$ cat config.mk
export PLATFORM = sky130hd
export DESIGN_NAME = ll1_expression_parser_core
export DESIGN_NICKNAME = d
export VERILOG_FILES = /design/src/hw/rtl/ll1ep_pkg.sv /design/src/hw/rtl/ll1ep_ram.sv /design/src/hw/rtl/ll1_expression_parser_core.sv
export SDC_FILE = /design/constraint.sdc
export NUM_CORES = 1
export LEC_CHECK = 0
export BUFFER_PORTS_ARGS = -buffer_cell sky130_fd_sc_hd__buf_4
export CAP_MARGIN = 25
export CORE_MARGIN = 5
export CORE_UTILIZATION = 55
export CTS_CLUSTER_SIZE = 40
export DETAILED_ROUTE_END_ITERATION = 10
export PLACE_DENSITY = 0.8
export SLEW_MARGIN = 20
export SYNTH_ARGS = -nofsm -noshare
export SYNTH_HDL_FRONTEND = slang
export SYNTH_SLANG_ARGS = --single-unit
$ cat constraint.sdc
create_clock -name i_clk -period 8.2 [get_ports i_clk]
set_clock_uncertainty 0.1 [all_clocks]
set_input_delay 1.64 -clock i_clk [delete_from_list [all_inputs] [get_ports i_clk]]
set_output_delay 1.64 -clock i_clk [all_outputs]
set_load 0.05 [all_outputs]
$ cat src/hw/rtl/ll1ep_pkg.sv
// ll1ep_pkg: symbol codes, result codes and grammar tables of the expression parser
// standalone package, imported by the parser core and its checker

package ll1ep_pkg;

    localparam int STACK_DEPTH_DEF = 64;

    localparam logic [7:0] CH_SPACE = 8'h20;
    localparam logic [7:0] CH_PLUS  = 8'h2B;
    localparam logic [7:0] CH_STAR  = 8'h2A;
    localparam logic [7:0] CH_LP    = 8'h28;
    localparam logic [7:0] CH_RP    = 8'h29;

    typedef enum logic [3:0] {
        SYM_END  = 4'd0,
        SYM_E    = 4'd1,
        SYM_EP   = 4'd2,
        SYM_T    = 4'd3,
        SYM_TP   = 4'd4,
        SYM_F    = 4'd5,
        SYM_ID   = 4'd6,
        SYM_PLUS = 4'd7,
        SYM_STAR = 4'd8,
        SYM_LP   = 4'd9,
        SYM_RP   = 4'd10,
        SYM_BAD  = 4'd15
    } t_sym;

    typedef enum logic [1:0] {
        VERDICT_BUSY   = 2'd0,
        VERDICT_ACCEPT = 2'd1,
        VERDICT_REJECT = 2'd2
    } t_verdict;

    typedef enum logic [1:0] {
        ERR_NONE     = 2'd0,
        ERR_MISMATCH = 2'd1,
        ERR_EMPTY    = 2'd2,
        ERR_OVERFLOW = 2'd3
    } t_err;

    // production in push order, last pushed symbol becomes the new top
    typedef struct packed {
        logic       ok;
        logic [1:0] len;
        t_sym       rhs0;
        t_sym       rhs1;
        t_sym       rhs2;
    } t_prod;

    function automatic t_sym classify(input logic [7:0] ch);
        t_sym s;
        if ((ch >= 8'h41 && ch <= 8'h5A) || (ch >= 8'h61 && ch <= 8'h7A)) begin
            s = SYM_ID;
        end else if (ch == CH_PLUS) begin
            s = SYM_PLUS;
        end else if (ch == CH_STAR) begin
            s = SYM_STAR;
        end else if (ch == CH_LP) begin
            s = SYM_LP;
        end else if (ch == CH_RP) begin
            s = SYM_RP;
        end else begin
            s = SYM_BAD;
        end
        return s;
    endfunction

    function automatic logic is_nonterm(input t_sym s);
        return (s == SYM_E) || (s == SYM_EP) || (s == SYM_T) || (s == SYM_TP) || (s == SYM_F);
    endfunction

    function automatic t_prod lookup(input t_sym nt, input t_sym tok);
        t_prod p;
        p = '{ok: 1'b0, len: 2'd0, rhs0: SYM_END, rhs1: SYM_END, rhs2: SYM_END};
        case (nt)
            SYM_E: begin
                if (tok == SYM_ID || tok == SYM_LP) begin
                    p = '{ok: 1'b1, len: 2'd2, rhs0: SYM_EP, rhs1: SYM_T, rhs2: SYM_END};
                end
            end
            SYM_EP: begin
                if (tok == SYM_PLUS) begin
                    p = '{ok: 1'b1, len: 2'd3, rhs0: SYM_EP, rhs1: SYM_T, rhs2: SYM_PLUS};
                end else if (tok == SYM_RP || tok == SYM_END) begin
                    p.ok = 1'b1;
                end
            end
            SYM_T: begin
                if (tok == SYM_ID || tok == SYM_LP) begin
                    p = '{ok: 1'b1, len: 2'd2, rhs0: SYM_TP, rhs1: SYM_F, rhs2: SYM_END};
                end
            end
            SYM_TP: begin
                if (tok == SYM_STAR) begin
                    p = '{ok: 1'b1, len: 2'd3, rhs0: SYM_TP, rhs1: SYM_F, rhs2: SYM_STAR};
                end else if (tok == SYM_PLUS || tok == SYM_RP || tok == SYM_END) begin
                    p.ok = 1'b1;
                end
            end
            SYM_F: begin
                if (tok == SYM_ID) begin
                    p = '{ok: 1'b1, len: 2'd1, rhs0: SYM_ID, rhs1: SYM_END, rhs2: SYM_END};
                end else if (tok == SYM_LP) begin
                    p = '{ok: 1'b1, len: 2'd3, rhs0: SYM_RP, rhs1: SYM_E, rhs2: SYM_LP};
                end
            end
            default: begin
                p.ok = 1'b0;
            end
        endcase
        return p;
    endfunction

endpackage

$ cat src/hw/rtl/ll1ep_ram.sv
// ll1ep_ram: generic single write port, single read port ram with registered read
// no dependencies

module ll1ep_ram #(
    parameter int WIDTH = 4,
    parameter int DEPTH = 64
) (
    input  logic                     i_clk,
    input  logic                     i_we,
    input  logic [$clog2(DEPTH)-1:0] i_waddr,
    input  logic [WIDTH-1:0]         i_wdata,
    input  logic [$clog2(DEPTH)-1:0] i_raddr,
    output logic [WIDTH-1:0]         o_rdata
);

    logic [WIDTH-1:0] r_mem [DEPTH];
    logic [WIDTH-1:0] r_rdata;

    always_ff @(posedge i_clk) begin
        if (i_we) begin
            r_mem[i_waddr] <= i_wdata;
        end
        r_rdata <= r_mem[i_raddr];
    end

    assign o_rdata = r_rdata;

endmodule

$ cat src/hw/rtl/ll1_expression_parser_core.sv
// ll1_expression_parser_core: table-driven ll(1) recognizer for the expression grammar
// depends on ll1ep_pkg and ll1ep_ram
//
//  channel  | dir | signals                        | contents
//  s_axis   | in  | tvalid tready tdata[7:0] tlast | ch, tlast = last byte of expression
//  m_axis   | out | tvalid tready tdata[7:0]       | verdict, error_kind
//
// a byte passes idle, then an eval step per expansion, a wr2 step per three-symbol
// production and an eval and a pop step per stack pop (match or empty production),
// then fin and result; the last byte adds the end-marker steps; the pop step waits
// on the registered read of the stack ram; spaces and bytes after a failure skip eval.
// reset is synchronous; entry 0 of the stack is fixed as the end marker and every other
// entry is written before it is read, so there is no clearing pass.
// a new input transaction is taken while a finished result waits on m_axis.

module ll1_expression_parser_core
    import ll1ep_pkg::*;
#(
    parameter int STACK_DEPTH = STACK_DEPTH_DEF
) (
    input  logic       i_clk,
    input  logic       i_rst_n,
    input  logic       i_s_axis_tvalid,
    output logic       o_s_axis_tready,
    input  logic [7:0] i_s_axis_tdata,   // [7:0] ch
    input  logic       i_s_axis_tlast,
    output logic       o_m_axis_tvalid,
    input  logic       i_m_axis_tready,
    output logic [7:0] o_m_axis_tdata    // [1:0] verdict, [3:2] error_kind, [7:4] zero
);

    localparam int ADDR_W = $clog2(STACK_DEPTH);
    localparam int SP_W   = $clog2(STACK_DEPTH + 1);
    localparam logic [SP_W:0] DEPTH_X = (SP_W + 1)'(STACK_DEPTH);

    typedef enum logic [2:0] {
        ST_IDLE,
        ST_EVAL,
        ST_WR2,
        ST_POP,
        ST_FIN,
        ST_RESULT
    } t_state;

    t_state            r_state, n_state;
    logic [SP_W-1:0]   r_sp, n_sp;
    t_sym              r_top, n_top;
    t_sym              r_tok, n_tok;
    t_sym              r_pend, n_pend;
    logic              r_last, n_last;
    logic              r_end_phase, n_end_phase;
    logic              r_accepted, n_accepted;
    logic              r_matched, n_matched;
    logic              r_rd_zero, n_rd_zero;
    logic              r_failed, n_failed;
    t_err              r_code, n_code;
    logic              r_out_valid, n_out_valid;
    t_verdict          r_verdict, n_verdict;
    t_err              r_kind, n_kind;

    logic              mem_we;
    logic [ADDR_W-1:0] mem_waddr;
    logic [3:0]        mem_wdata;
    logic [ADDR_W-1:0] mem_raddr;
    logic [3:0]        mem_rdata;

    t_prod             prod;
    logic [SP_W:0]     need_sp;

    ll1ep_ram #(
        .WIDTH (4),
        .DEPTH (STACK_DEPTH)
    ) u_stack (
        .i_clk   (i_clk),
        .i_we    (mem_we),
        .i_waddr (mem_waddr),
        .i_wdata (mem_wdata),
        .i_raddr (mem_raddr),
        .o_rdata (mem_rdata)
    );

    assign prod    = lookup(r_top, r_tok);
    assign need_sp = {1'b0, r_sp} - (SP_W + 1)'(1) + (SP_W + 1)'(prod.len);

    always_comb begin
        n_state     = r_state;
        n_sp        = r_sp;
        n_top       = r_top;
        n_tok       = r_tok;
        n_pend      = r_pend;
        n_last      = r_last;
        n_end_phase = r_end_phase;
        n_accepted  = r_accepted;
        n_matched   = r_matched;
        n_rd_zero   = r_rd_zero;
        n_failed    = r_failed;
        n_code      = r_code;
        n_out_valid = r_out_valid && !i_m_axis_tready;
        n_verdict   = r_verdict;
        n_kind      = r_kind;
        mem_we      = 1'b0;
        mem_waddr   = ADDR_W'(r_sp - SP_W'(1));
        mem_wdata   = prod.rhs0;
        mem_raddr   = ADDR_W'(r_sp - SP_W'(2));

        unique case (r_state)
            ST_IDLE: begin
                if (i_s_axis_tvalid) begin
                    n_last      = i_s_axis_tlast;
                    n_end_phase = 1'b0;
                    n_accepted  = 1'b0;
                    if (!r_failed && i_s_axis_tdata != CH_SPACE) begin
                        n_tok   = classify(i_s_axis_tdata);
                        n_state = ST_EVAL;
                    end else begin
                        n_state = ST_FIN;
                    end
                end
            end
            ST_EVAL: begin
                priority if (r_top == SYM_END && r_tok == SYM_END) begin
                    n_accepted = 1'b1;
                    n_state    = ST_FIN;
                end else if (!is_nonterm(r_top)) begin
                    if (r_top == r_tok) begin
                        n_sp      = r_sp - SP_W'(1);
                        n_rd_zero = (r_sp == SP_W'(2));
                        n_matched = 1'b1;
                        n_state   = ST_POP;
                    end else begin
                        n_failed = 1'b1;
                        n_code   = ERR_MISMATCH;
                        n_state  = ST_FIN;
                    end
                end else if (!prod.ok) begin
                    n_failed = 1'b1;
                    n_code   = ERR_EMPTY;
                    n_state  = ST_FIN;
                end else if (need_sp > DEPTH_X) begin
                    n_failed = 1'b1;
                    n_code   = ERR_OVERFLOW;
                    n_state  = ST_FIN;
                end else begin
                    unique case (prod.len)
                        2'd0: begin
                            n_sp      = r_sp - SP_W'(1);
                            n_rd_zero = (r_sp == SP_W'(2));
                            n_matched = 1'b0;
                            n_state   = ST_POP;
                        end
                        2'd1: begin
                            n_top = prod.rhs0;
                        end
                        2'd2: begin
                            mem_we = 1'b1;
                            n_sp   = r_sp + SP_W'(1);
                            n_top  = prod.rhs1;
                        end
                        2'd3: begin
                            mem_we  = 1'b1;
                            n_sp    = r_sp + SP_W'(2);
                            n_pend  = prod.rhs1;
                            n_top   = prod.rhs2;
                            n_state = ST_WR2;
                        end
                        default: begin
                            n_state = ST_FIN;
                        end
                    endcase
                end
            end
            ST_WR2: begin
                mem_we    = 1'b1;
                mem_waddr = ADDR_W'(r_sp - SP_W'(2));
                mem_wdata = r_pend;
                n_state   = ST_EVAL;
            end
            ST_POP: begin
                n_top   = r_rd_zero ? SYM_END : t_sym'(mem_rdata);
                n_state = r_matched ? ST_FIN : ST_EVAL;
            end
            ST_FIN: begin
                if (r_last && !r_end_phase && !r_failed) begin
                    n_tok       = SYM_END;
                    n_end_phase = 1'b1;
                    n_state     = ST_EVAL;
                end else begin
                    n_state = ST_RESULT;
                end
            end
            ST_RESULT: begin
                if (!r_out_valid || i_m_axis_tready) begin
                    n_out_valid = 1'b1;
                    n_state     = ST_IDLE;
                    if (!r_last) begin
                        n_verdict = VERDICT_BUSY;
                        n_kind    = r_code;
                    end else begin
                        n_verdict = r_accepted ? VERDICT_ACCEPT : VERDICT_REJECT;
                        n_kind    = r_accepted ? ERR_NONE : r_code;
                        n_sp      = SP_W'(2);
                        n_top     = SYM_E;
                        n_failed  = 1'b0;
                        n_code    = ERR_NONE;
                    end
                end
            end
            default: begin
                n_state = ST_IDLE;
            end
        endcase
    end

    always_ff @(posedge i_clk) begin
        if (!i_rst_n) begin
            r_state     <= ST_IDLE;
            r_sp        <= SP_W'(2);
            r_top       <= SYM_E;
            r_failed    <= 1'b0;
            r_code      <= ERR_NONE;
            r_out_valid <= 1'b0;
            r_end_phase <= 1'b0;
            r_accepted  <= 1'b0;
            r_matched   <= 1'b0;
            r_rd_zero   <= 1'b0;
            r_last      <= 1'b0;
        end else begin
            r_state     <= n_state;
            r_sp        <= n_sp;
            r_top       <= n_top;
            r_failed    <= n_failed;
            r_code      <= n_code;
            r_out_valid <= n_out_valid;
            r_end_phase <= n_end_phase;
            r_accepted  <= n_accepted;
            r_matched   <= n_matched;
            r_rd_zero   <= n_rd_zero;
            r_last      <= n_last;
        end
        r_tok     <= n_tok;
        r_pend    <= n_pend;
        r_verdict <= n_verdict;
        r_kind    <= n_kind;
    end

    assign o_s_axis_tready = (r_state == ST_IDLE);
    assign o_m_axis_tvalid = r_out_valid;
    assign o_m_axis_tdata  = {4'b0000, r_kind, r_verdict};

endmodule

[After elaboration in Yosys (flattened, before gate mapping)]
Memory sizes are Yosys's and may differ from the RTL's. A register that Yosys moved wholly into a read port is not among the register bits.
Index checks and enable logic that the tools add are counted.
Storage, ports and cells
  memories kept: 1
  register bits: 35
  output and inout bits: 10
  memory bits (writable): 256
  input port bits: 13
Memories
  u_stack.r_mem: depth 64, bits a word 4, read ports 1, clocked after Yosys merged registers in 1, wr ports 1, RTL line ll1ep_ram.sv:16  | logic [WIDTH-1:0] r_mem [DEPTH];
Operators by class
  add/subtract/negate cells: 6
  order comparisons: 5
  muxes and demuxes: 97
  equality and inequality tests: 46
  bitwise operators: 2
  reductions and logical operators: 42
Operators with widths (count)
  $pmux 14 s5: 1
  $mux 15: 4
  $mux 4: 13
  $mux 7: 7
  $mux 3: 13
  $mux 1: 33
  $eq 8x6->1 const B: 4
  $mux 14: 2
  $pmux 4 s3: 2
  $ne 2x2->1 const B: 11
  $pmux 7 s3: 1
  $mux 2: 10
  $pmux 3 s6: 1
  $reduce_and 6->1: 3
  $eq 4x3->1 const B: 4
  $ge 8x7->1 const B: 2
  $le 8x7->1 const B: 2
  $reduce_and 8->1: 2
  $pmux 7 s2: 1
  $eq 4x4->1 const B: 3
  $ne 3x3->1 const B: 4
  $logic_or 1x1->1: 10
  $reduce_and 3->1: 3
  $add 8x2->8: 1
  38 further kinds: 61

[Depth between registers and ports, before layout]
Gate-level depths: netlist of run 1.
  depth in word-level cells: 14
  mapped depth: 19
  gate-level depth less buffers: 16

[Cells and area by module]
Synthesis of run 1 repeated with hierarchy kept, for this count alone.
Second synthesis, totals
  cell total of the unflattened synthesis: 925
  area total of the unflattened synthesis: 13576.8 um2
Modules (own cells, without submodules)
  ll1ep_ram: area each 10356.2 um2, cells an instance 529, times used 1, sequential area each 7767.4 um2
  ll1_expression_parser_core: area each 3220.6 um2, cells an instance 396, times used 1, sequential area each 790.8 um2

[Worst setup path before layout of run 1]
OpenSTA, ideal clock, no wires.
  path type: register -> register
  start: register r_tok[3]
  end: memory u_stack.r_mem[14][0] (enable)
  buffers on the path: 3
  setup time: 0.329 ns
  arrival time: 4.072 ns
  cell stages (with the launch flop): 19
  slack: 3.699 ns
  cells stage by stage: edfxtp_1 -> buf_2 -> and4bb_2 -> o211a_1 -> nor3_2 -> buf_2 -> ha_1 -> inv_1 -> ha_1 -> inv_1 -> fa_1 -> nor3_1 -> nor3_2 -> xnor2_1 -> a31oi_4 -> o41ai_4 -> nand2_4 -> buf_6 -> nor2_1
Between the ends
  longest elaborated chain between the ends: 14
  elaborated cells on any way between the ends: 36
  classes of those cells: add/sub: 1; order compare: 1; eq/ne: 7; mux: 20; reduce/logical: 7
Ends and longest elaborated chain
  start, declared: RTL line ll1_expression_parser_core.sv:48  | t_sym r_tok, n_tok;
  start signal, assigned: RTL line ll1_expression_parser_core.sv:240  | r_tok <= n_tok;
  branches (longest 10 deep; another with $add 8x2->8)
  $mux 1 (*): RTL line ll1_expression_parser_core.sv:121  | priority if (r_top == SYM_END && r_tok == SYM_END) begin
  $pmux 1 s2 (*): RTL line ll1_expression_parser_core.sv:106  | unique case (r_state)
  $mux 1 (*): RTL line ll1ep_ram.sv:20  | if (i_we) begin
  $mux 1 (not written as such) (*): RTL line ll1ep_ram.sv:21  | r_mem[i_waddr] <= i_wdata;
  end, declared: RTL line ll1ep_ram.sv:16
Every way passes the cells marked *.

[Worst setup path after layout of run 1]
  start: register r_tok[0]
  end: memory u_stack.r_mem[31][1] (enable)
Same word-level chain as after synthesis.

==> impl_metrics.json, run 1 <==
{
  "outcome": "completed",
  "final_cell_mix": "edfxtp_1 (267), nor2_1 (111), mux4_2 (84), nand2_1 (60), clkbuf_16 (29)",
  "diodes": 0,
  "max_clock_freq_mhz": 179,
  "crit_chain": "and4bb_2 > o211a_1 > nor3_2 > ha_1 > inv_1 > ha_1 > inv_1 > fa_1 > nor3_1 > nor3_2 > xnor2_1 > a31oi_4 > nor4_2 > o21ai_2 > buf_6 > nor2_1",
  "powerDensity_nw_per_um2": 326,
  "io_buffer_count": 18,
  "first_global_vias": 8037,
  "synth-compound-area-share": 0.0658,
  "worst_path_max_delay_cell": "nor3_2",
  "multi_input_area_um2": 4690,
  "endpoint_kind": "flip-flop",
  "path_delay_family": "simple AND/OR/NAND/NOR gates",
  "fin_area_um2": 14900,
  "synthArstFlopShare": 0,
  "synth.avg_cell_area_um2": 15.5,
  "post-synth-top-area-cell": "edfxtp_1",
  "yosys.area_share.adder": 0.0219,
  "cts_root_buffer": "clkbuf_16",
  "wl_per_cell_um": 24.3,
  "fp.dieW_um": 167,
  "cts.reportedPaths.clkPinSlew_ns": 0.06,
  "drive_gt1_frac": 0.215,
  "drt_pass1_iterations": 6,
  "ir_drop_v": 0.000214,
  "fin_util": 0.613,
  "reg2reg_from": "r_tok[0]",
  "ys_seq_area_frac": 0.634,
  "synth_edf_count": 267,
  "final_common_cell": "edfxtp_1",
  "crit_type": "flip-flop to flip-flop",
  "synth_seq_cells": 294,
  "synth_top_family_by_area": "multiplexers",
  "synth_cell_type_count": 88,
  "min_to": "r_end_phase",
  "drt.antenna.violating_nets": 0,
  "cap_violations": 0,
  "setup_viol": 0,
  "crit_arrival_ns": 5.72,
  "dp.cells": 1178,
  "cts_sinks": 294,
  "r2r-end": "u_stack.r_mem[31][1]",
  "syn_area_um2": 13500,
  "syn_to_final_growth_pct": 10.2,
  "coreArea_um2": 24200,
  "vias_per_cell": 6.40,
  "fin_crit_ns": 5.60,
  "required_ns": 8.32,
  "drtIter0Drc": 874,
  "die_h_um": 167,
  "crit_fanout": 14,
  "syn_inst": 868,
  "grt_pass1_wl_um": 47700,
  "synth_area_leaders": "edfxtp_1 (59%), mux4_2 (14%), dfxtp_1 (4.0%), nor2_1 (3.1%), ha_1 (2.0%)",
  "muxShareOfSynthArea": 0.143,
  "hold_buffers": 0,
  "drt_wl_total_um": 29900,
  "leakage_nw": 4.51,
  "num_rows": 57,
  "initial_core_util": 0.557,
  "hpwl_um": 18400,
  "placed_area_um2": 13900,
  "fin_total_pwr_w": 0.00484,
  "reg2regPathDepth": 16,
  "boundaryPins": 23,
  "gp_congestion": 0.897,
  "max_slew.worst_pin.slew_ns": 1.07,
  "track_usage": 0.219,
  "synth_top_area_share": 0.594,
  "synth_flop_cell": "edfxtp_1",
  "yosys_warnings": 0,
  "fin_setup_tns_ns": 0,
  "startpoint_type": "flip-flop",
  "reg2reg_slack_ns": 2.60,
  "cts_tree": "built",
  "cp.depth": 16,
  "grt-ovfl-total": 0,
  "fin_crit_sh": 0.683,
  "fillers": 1734,
  "clk-insertion-delay-late_ns": 0.56,
  "relSlewSlack": 0.279,
  "grt_max_degree": 78,
  "regArea_um2": 8560,
  "cts_made_buffers": 29,
  "worst_path_largest_cell_delay_ns": 0.70,
  "clk_path_buf_depth": 3,
  "fp.dieArea_um2": 27800,
  "via_count": 7880,
  "drc": 0,
  "layout.nets": 921,
  "worstHoldStart": "r_end_phase",
  "htreeDepth": 1,
  "min-delay-path-class": "flip-flop to flip-flop",
  "antenna_found_initial": 0,
  "synth-simple-area-share": 0.0999,
  "synth_xor_area_frac": 0.0123,
  "cts_setup_buffers": 0,
  "worst-path-buf-inv": 3,
  "maxSlewViolCount": 0,
  "holdPathStages": 2,
  "hold_viol_final": 0,
  "final_cells": 1231,
  "rsz0062_at_grt": "no",
  "cts_resized": 0
}
[metrics by stage]
step                hold WS [ns]  setup WS, ns
global placement           0.350          2.62
CTS                        0.360          2.65
detailed placement         0.351          2.69
floorplan                  0.336          3.70
finish                     0.362          2.60
global route               0.403          2.31
[cells in the mapped netlist (4+ instances only)]
| cell | number |
|---|---|
| ha_1 | 22 |
| nor4_1 | 6 |
| nand4_1 | 4 |
| mux4_2 | 84 |
| buf_4 | 5 |
| clkbuf_1 | 17 |
| nand2b_1 | 6 |
| nand2_1 | 60 |
| nand3_1 | 10 |
| a221oi_1 | 4 |
| o211a_1 | 4 |
| dfxtp_1 | 27 |
| nor2b_1 | 7 |
| nor3_1 | 10 |
| a21oi_1 | 27 |
| nor2_1 | 112 |
| a211oi_1 | 6 |
| a21boi_0 | 5 |
| nand3b_1 | 5 |
| xor2_1 | 7 |
| o22ai_1 | 8 |
| and2_1 | 7 |
| buf_2 | 17 |
| inv_1 | 19 |
| edfxtp_1 | 267 |
| a31oi_1 | 8 |
| o211ai_1 | 4 |
| o21ai_0 | 8 |
| nor3b_1 | 5 |
| xnor2_1 | 12 |
[layout make-up]
cell class                 instances  area share
multi-input combinational        511       0.315
sequential                       294       0.576
inverter                          22     0.00555
tap                              324      0.0273
clock inverter                    17      0.0119
timing repair buffer              27      0.0139
clock buffer                      36      0.0506
[state kept, by name (all words and copies together) (netlist names), 2 cells and up]
signal	flops
r_code	2
r_kind	2
r_pend	3
r_sp	7
r_state	3
r_tok	4
r_top	4
r_verdict	2
u_stack.o_rdata	4
u_stack.r_mem	256
[worst max path at each step]
| stage | to | from |
|---|---|---|
| 2_1_floorplan | u_stack.r_mem[14][0] | r_tok[3] |
| 3_3_place_gp | u_stack.r_mem[47][1] | r_tok[0] |
| 3_5_place_dp | u_stack.r_mem[23][2] | r_tok[0] |
| 4_1_cts | u_stack.r_mem[7][2] | r_tok[0] |
| 5_1_grt | u_stack.r_mem[59][0] | r_tok[0] |
| 6_report | u_stack.r_mem[31][1] | r_tok[0] |
[metal layers]
layer,track usage,up-vias,share of wire
met5,0,-,0
met4,0.0587,0,0.027
met3,0.0396,77,0.082
met2,0.360,425,0.49
met1,0.306,3937,0.40
li1,-,3441,-
[worst register-to-register path, stage by stage (launching register included)]
cell and delay, ns:
edfxtp_1 0.58, and4bb_2 0.36, o211a_1 0.32, nor3_2 0.70
ha_1 0.37, inv_1 0.06, ha_1 0.16, inv_1 0.05
fa_1 0.39, nor3_1 0.26, nor3_2 0.12, xnor2_1 0.28
a31oi_4 0.23, nor4_2 0.43, o21ai_2 0.28, buf_6 0.27
nor2_1 0.32
[cells by family (layout without fill, tap and decap cells)]
kind of cell             Yosys count  in the layout
multiplexers                      88             88
adder cells (fa/ha/maj)           23             23
buffers and inverters             66            102
AO/OA/AOI/OAI                    111            111
other                              1              4
flip-flops                       294            294
XOR/XNOR                          19             19
AND/OR/NAND/NOR                  266            266
[power by group]
part / internal (W) / total [W] / switching [W] / leakage (nW)
logic: 0.000649 / 0.00164 / 0.000989 / 1.65
clock network: 0.000748 / 0.00130 / 0.000557 / 0.457
registers: 0.00177 / 0.00190 / 0.000126 / 2.41
total: 0.00317 / 0.00484 / 0.00167 / 4.51
Power figures use the tool's default switching activity.
==> run 2, diff against run 1 <==
- PLACE_DENSITY: 0.8 -> 0.83
- clock period: 8.2 -> 4.7 ns (I/O delays scaled with it)
==> run 2 against run 1 <==
  * Total power increased by 80%
  * Clock power increased by 78%
  * Worst hold slack got worse by 0.00069 ns
  * Worst setup slack got worse by 2.4 ns
  * Global-route usage decreased by 0.19 points
  * Critical path depth increased by 1
  * Routed wire length increased by 2.7%
  * Sequential power increased by 72%
  * Final cell count increased by 1.7%
  * Critical endpoint is now u_stack.r_mem[2][1]
  * Largest power group unchanged
==> impl_metrics.json, run 2 (synthesis gave the netlist of run 1 again) <==
{
  "powerDensity_nw_per_um2": 571,
  "diodes": 0,
  "drtIter0Drc": 927,
  "regArea_um2": 8560,
  "layout.nets": 942,
  "first_global_vias": 7876,
  "largest_reg_flops": 256,
  "pre_cts_slack_ns": -0.0942,
  "fin_util": 0.629,
  "drc": 0,
  "io_buffer_count": 18,
  "final_cell_mix": "edfxtp_1 (267), mux4_2 (84), nor2_1 (64), nand2_1 (60), nor2_2 (47)",
  "drive_gt1_frac": 0.287,
  "outcome": "completed",
  "initial_core_util": 0.557,
  "clk-insertion-delay-late_ns": 0.56,
  "endpoint_kind": "flip-flop",
  "top_regs": "u_stack.r_mem (256), r_sp (7)",
  "maxSlewViolCount": 0,
  "placed_area_um2": 14100,
  "antenna_found_initial": 1,
  "final_common_cell": "edfxtp_1",
  "regMostFlops": "u_stack.r_mem",
  "met3_length_um": 2300,
  "relSlewSlack": 0.291,
  "drt.antenna.violating_nets": 0,
  "fin_ws_ns": 0.213,
  "hpwl_um": 19400,
  "multi_input_area_um2": 4840,
  "setup_viol": 0,
  "leakage_nw": 4.64,
  "fin_total_pwr_w": 0.00871,
  "crit_arrival_ns": 4.62,
  "cts_made_buffers": 29,
  "max_clock_freq_mhz": 223,
  "drt_pass1_iterations": 6,
  "fp.dieW_um": 167,
  "cts_tree": "built",
  "syn_to_final_growth_pct": 12.9,
  "highest_layer": "met5",
  "fin_crit_ns": 4.49,
  "hold_buffers": 0,
  "holdPathStages": 2,
  "coreArea_um2": 24200,
  "wl_per_cell_um": 24.6,
  "wl_met1_um": 12100,
  "hold_viol_final": 0,
  "cts.reportedPaths.clkPinSlew_ns": 0.06,
  "fp.dieArea_um2": 27800,
  "cts_sinks": 294,
  "reg2regPathDepth": 17,
  "die_h_um": 167,
  "crit_type": "flip-flop to flip-flop",
  "startpoint_type": "flip-flop",
  "min-delay-path-class": "flip-flop to flip-flop",
  "via_count": 8021,
  "grt_pass1_wl_um": 46900,
  "num_rows": 57,
  "grt_max_degree": 77,
  "fillers": 1686,
  "grt-ovfl-total": 0,
  "boundaryPins": 23,
  "gp_congestion": 0.891,
  "required_ns": 4.84,
  "crit_fanout": 16,
  "fin_area_um2": 15200,
  "max_slew.worst_pin.slew_ns": 1.06,
  "reg2reg_slack_ns": 0.21,
  "dr_wl_met2_um": 15500,
  "cap_violations": 0,
  "vias_per_cell": 6.41,
  "clk_path_buf_depth": 3,
  "drt_wl_total_um": 30700,
  "cts_root_buffer": "clkbuf_16",
  "fin_setup_tns_ns": 0,
  "fin_crit_sh": 0.955,
  "ir_drop_v": 0.000356,
  "htreeDepth": 1,
  "track_usage": 0.217
}
==> run 2: metal layers <==
layer | GRT usage | up-vias
met1 | 0.299 | 4073
li1 | - | 3489
met3 | 0.0325 | 61
met2 | 0.366 | 396
met5 | 0 | -
met4 | 0.0605 | 2
==> run 2: through the flow <==
step / std cells / hold slack [ns]
2_1_floorplan: 871 / 0.336
3_3_place_gp: 1191 / 0.347
3_5_place_dp: 1192 / 0.352
4_1_cts: 1245 / 0.361
5_1_grt: 1252 / 0.403
6_report: 1252 / 0.362
==> run 2: worst paths after layout <==
| path | to | start |
|---|---|---|
| worst min-delay path | r_end_phase | r_end_phase |
| worst max register to register | u_stack.r_mem[2][1] | r_tok[3] |
| worst min register to register | r_end_phase | r_end_phase |
| worst max-delay path | u_stack.r_mem[2][1] | r_tok[3] |
==> run 2: repair_timing <==
| item | 4_1_cts | 5_1_grt |
|---|---|---|
| hold endpoints to repair | 0 | 0 |
| setup buffers | 0 | 7 |
| pin swaps | 0 | 3 |
| gates resized for setup | 11 | 41 |
| setup endpoints to repair | 112 | 262 |
==> run 2: critical path, cell delays in order (launching register included) <==
cell	delay, ns
edfxtp_1	0.49
and4bb_2	0.30
o211a_1	0.27
nor3_2	0.23
ha_1	0.26
inv_1	0.06
ha_1	0.16
inv_1	0.06
fa_1	0.42
nor3_2	0.18
nor3_2	0.10
o311ai_4	0.38
nand2_8	0.11
o41ai_4	0.29
buf_4	0.20
nand2_4	0.06
buf_12	0.18
nor2_1	0.28
==> run 2: cell type report <==
class | instances | share of cell area
Clock buffer | 38 | 0.0511
Clock inverter | 15 | 0.0112
Inverter | 22 | 0.00542
Multi-Input combinational cell | 511 | 0.317
Sequential cell | 294 | 0.562
Tap cell | 324 | 0.0266
Timing Repair Buffer | 48 | 0.0264
==> run 2: power by group <==
group          leakage [nW]  switching, W  internal, W
registers              2.41      0.000174      0.00309
clock network         0.459      0.000976      0.00134
logic                  1.77       0.00187      0.00125
total                  4.64       0.00302      0.00568
==> run 3, diff against run 2 <==
- CAP_MARGIN: 25 -> 20
- CORE_UTILIZATION: 55 -> 57
- PLACE_DENSITY: 0.83 -> 0.85
==> run 3 against run 2 <==
  * Non-clock buffer count up 4
  * Critical path type unchanged
  * Total power down 1.9%
  * Largest power group unchanged
  * Cell area decreased by 0.40%
  * Via count is 0.22% higher
  * Clock power fell by 8%
  * Maximum frequency about the same
  * Die area is 3.3% lower
  * Highest routed layer is now met4
  * Worst hold slack better by 0.0026 ns
  * Utilization grew 2.0 points
  * Final cell count shrank 0.16%
==> impl_metrics.json, run 3 (synthesis gave the netlist of run 1 again) <==
{
  "min-delay-path-class": "flip-flop to flip-flop",
  "regArea_um2": 8560,
  "io_buffer_count": 18,
  "drt.antenna.violating_nets": 0,
  "multi_input_area_um2": 4850,
  "fin_crit_ns": 4.49,
  "vias_per_cell": 6.43,
  "swShare": 0.354,
  "final_common_cell": "edfxtp_1",
  "pre_cts_slack_ns": -0.0387,
  "fp.dieW_um": 164,
  "diodes": 0,
  "via_count": 8039,
  "p_sw_w": 0.00302,
  "final_cell_mix": "edfxtp_1 (267), mux4_2 (84), nand2_1 (60), nor2_1 (56), nor2_2 (54)",
  "r2r-end": "u_stack.r_mem[2][3]",
  "hold_viol_final": 0,
  "endpoint_kind": "flip-flop",
  "htreeDepth": 1,
  "wl_per_cell_um": 24.8,
  "worst_path_max_delay_cell": "edfxtp_1",
  "hold_buffers": 0,
  "fin_ws_ns": 0.215,
  "min_to": "r_end_phase",
  "regMostFlops": "u_stack.r_mem",
  "worst_path_largest_cell_delay_ns": 0.50,
  "crit_arrival_ns": 4.63,
  "powerDensity_nw_per_um2": 562,
  "holdPathStages": 2,
  "coreArea_um2": 23400,
  "fp.dieArea_um2": 26900,
  "leakage_nw": 4.62,
  "cts_made_buffers": 29,
  "reg2reg_from": "r_tok[2]",
  "worstHoldStart": "r_end_phase",
  "drc": 0,
  "hpwl_um": 19500,
  "top_regs": "u_stack.r_mem (256), r_sp (7)",
  "largest_reg_flops": 256,
  "layout.nets": 946,
  "drt_wl_total_um": 31000,
  "placed_area_um2": 14100,
  "grt-ovfl-total": 0,
  "cap_violations": 0,
  "setup_viol": 0,
  "antenna_found_initial": 0,
  "drtIter0Drc": 1044,
  "track_usage": 0.233,
  "cts_root_buffer": "clkbuf_16",
  "syn_to_final_growth_pct": 12.5,
  "num_rows": 56,
  "combPwrFrac": 0.372,
  "max_slew.worst_pin.slew_ns": 1.04,
  "fin_crit_sh": 0.954,
  "initial_core_util": 0.577,
  "die_h_um": 164,
  "relSlewSlack": 0.309,
  "clk-insertion-delay-late_ns": 0.57,
  "seq_power_share": 0.378,
  "grt_max_degree": 77,
  "p_int_w": 0.00551,
  "maxSlewViolCount": 0,
  "crit_chain": "and4bb_2 > o211a_1 > nor3_2 > ha_1 > inv_1 > ha_1 > inv_1 > fa_1 > nor3_2 > nor3_2 > o311ai_4 > nand2_8 > o41ai_4 > buf_4 > nand2_4 > nor2_2",
  "ir_drop_v": 0.000387,
  "crit_fanout": 16,
  "startpoint_type": "flip-flop",
  "path_delay_family": "simple AND/OR/NAND/NOR gates",
  "worst-path-buf-inv": 3,
  "boundaryPins": 23,
  "reg2regPathDepth": 16,
  "p_clk_frac": 0.250,
  "drt_pass1_iterations": 6,
  "clk_path_buf_depth": 3,
  "grt_pass1_wl_um": 47200,
  "cts_tree": "built",
  "rsz0062_at_grt": "yes",
  "crit_type": "flip-flop to flip-flop",
  "outcome": "completed",
  "cts.reportedPaths.clkPinSlew_ns": 0.06,
  "max_clock_freq_mhz": 223,
  "reg2reg_slack_ns": 0.21,
  "required_ns": 4.85,
  "cts_sinks": 294,
  "fillers": 1609,
  "path_common_cell": "nor3_2",
  "fin_area_um2": 15200,
  "gp_congestion": 0.905,
  "first_global_vias": 8010,
  "drive_gt1_frac": 0.301
}
==> run 3: cell types whose count changed in the layout (fill, tap and decap cells not counted), sizes merged <==
| cell | delta |
|---|---|
| clkinv | +5 |
| clkbuf | -3 |
| inv | -1 |
| buf | +5 |
| bufinv | -3 |
==> run 3: power by group through the flow <==
stage	clock network [W]	registers, W	logic [W]
after floorplan	0	0.00322	0.00226
after global placement	0	0.00327	0.00295
after detailed placement	0	0.00328	0.00302
after CTS	0.00215	0.00323	0.00307
after global routing	0.00229	0.00325	0.00339
final	0.00213	0.00323	0.00317
==> run 3: worst max path at each step <==
stage	depth (start not counted)	end	from	slack, ns
5_1_grt	17	u_stack.r_mem[62][0]	r_tok[1]	-0.07
3_3_place_gp	18	u_stack.r_mem[37][2]	r_tok[1]	0.16
2_1_floorplan	18	u_stack.r_mem[14][0]	r_tok[3]	0.20
3_5_place_dp	16	u_stack.r_mem[0][0]	r_tok[1]	-0.04
6_report	16	u_stack.r_mem[2][3]	r_tok[2]	0.21
4_1_cts	16	u_stack.r_mem[48][2]	r_tok[1]	0.01
==> run 3: area by class of cell <==
type | count | area share
clock inverters | 16 | 0.00684
well taps | 319 | 0.0263
clock buffers | 36 | 0.0502
repair buffers | 52 | 0.0274
inverters | 22 | 0.00544
flip-flops and latches | 294 | 0.564
multi-input cells | 511 | 0.320
==> run 3: metrics by stage <==
| stage | cells | utilization | total power, W | TNS (ns) | hold slack [ns] |
|---|---|---|---|---|---|
| after floorplan | 871 | - | 0.00548 | 0 | 0.336 |
| after global placement | 1195 | 0.604 | 0.00622 | 0 | 0.349 |
| after detailed placement | 1195 | 0.604 | 0.00630 | -0.154 | 0.357 |
| after CTS | 1247 | 0.641 | 0.00844 | 0 | 0.367 |
| after global routing | 1250 | 0.649 | 0.00893 | -2.61 | 0.406 |
| final | 1250 | 0.649 | 0.00854 | 0 | 0.364 |
==> run 3: routing by layer <==
layer	vias up	part of all wire	wire length, um	track usage
met5	-	0	0	0
met4	0	0.043	1340	0.0827
met3	98	0.086	2680	0.0374
met2	478	0.51	15800	0.400
met1	3974	0.36	11300	0.305
li1	3489	-	-	-
==> run 3: timing repair <==
item | CTS | global route
setup buffers | 0 | 3
resized for setup | 2 | 59
endpoints found under the setup margin | 4 | 259
pin swaps | 0 | 2
==> run 3: tightest hold or removal path: stages, from the launching register on <==
cell and delay (ns):
dfxtp_1 0.31, nand2_1 0.05, a21oi_1 0.05
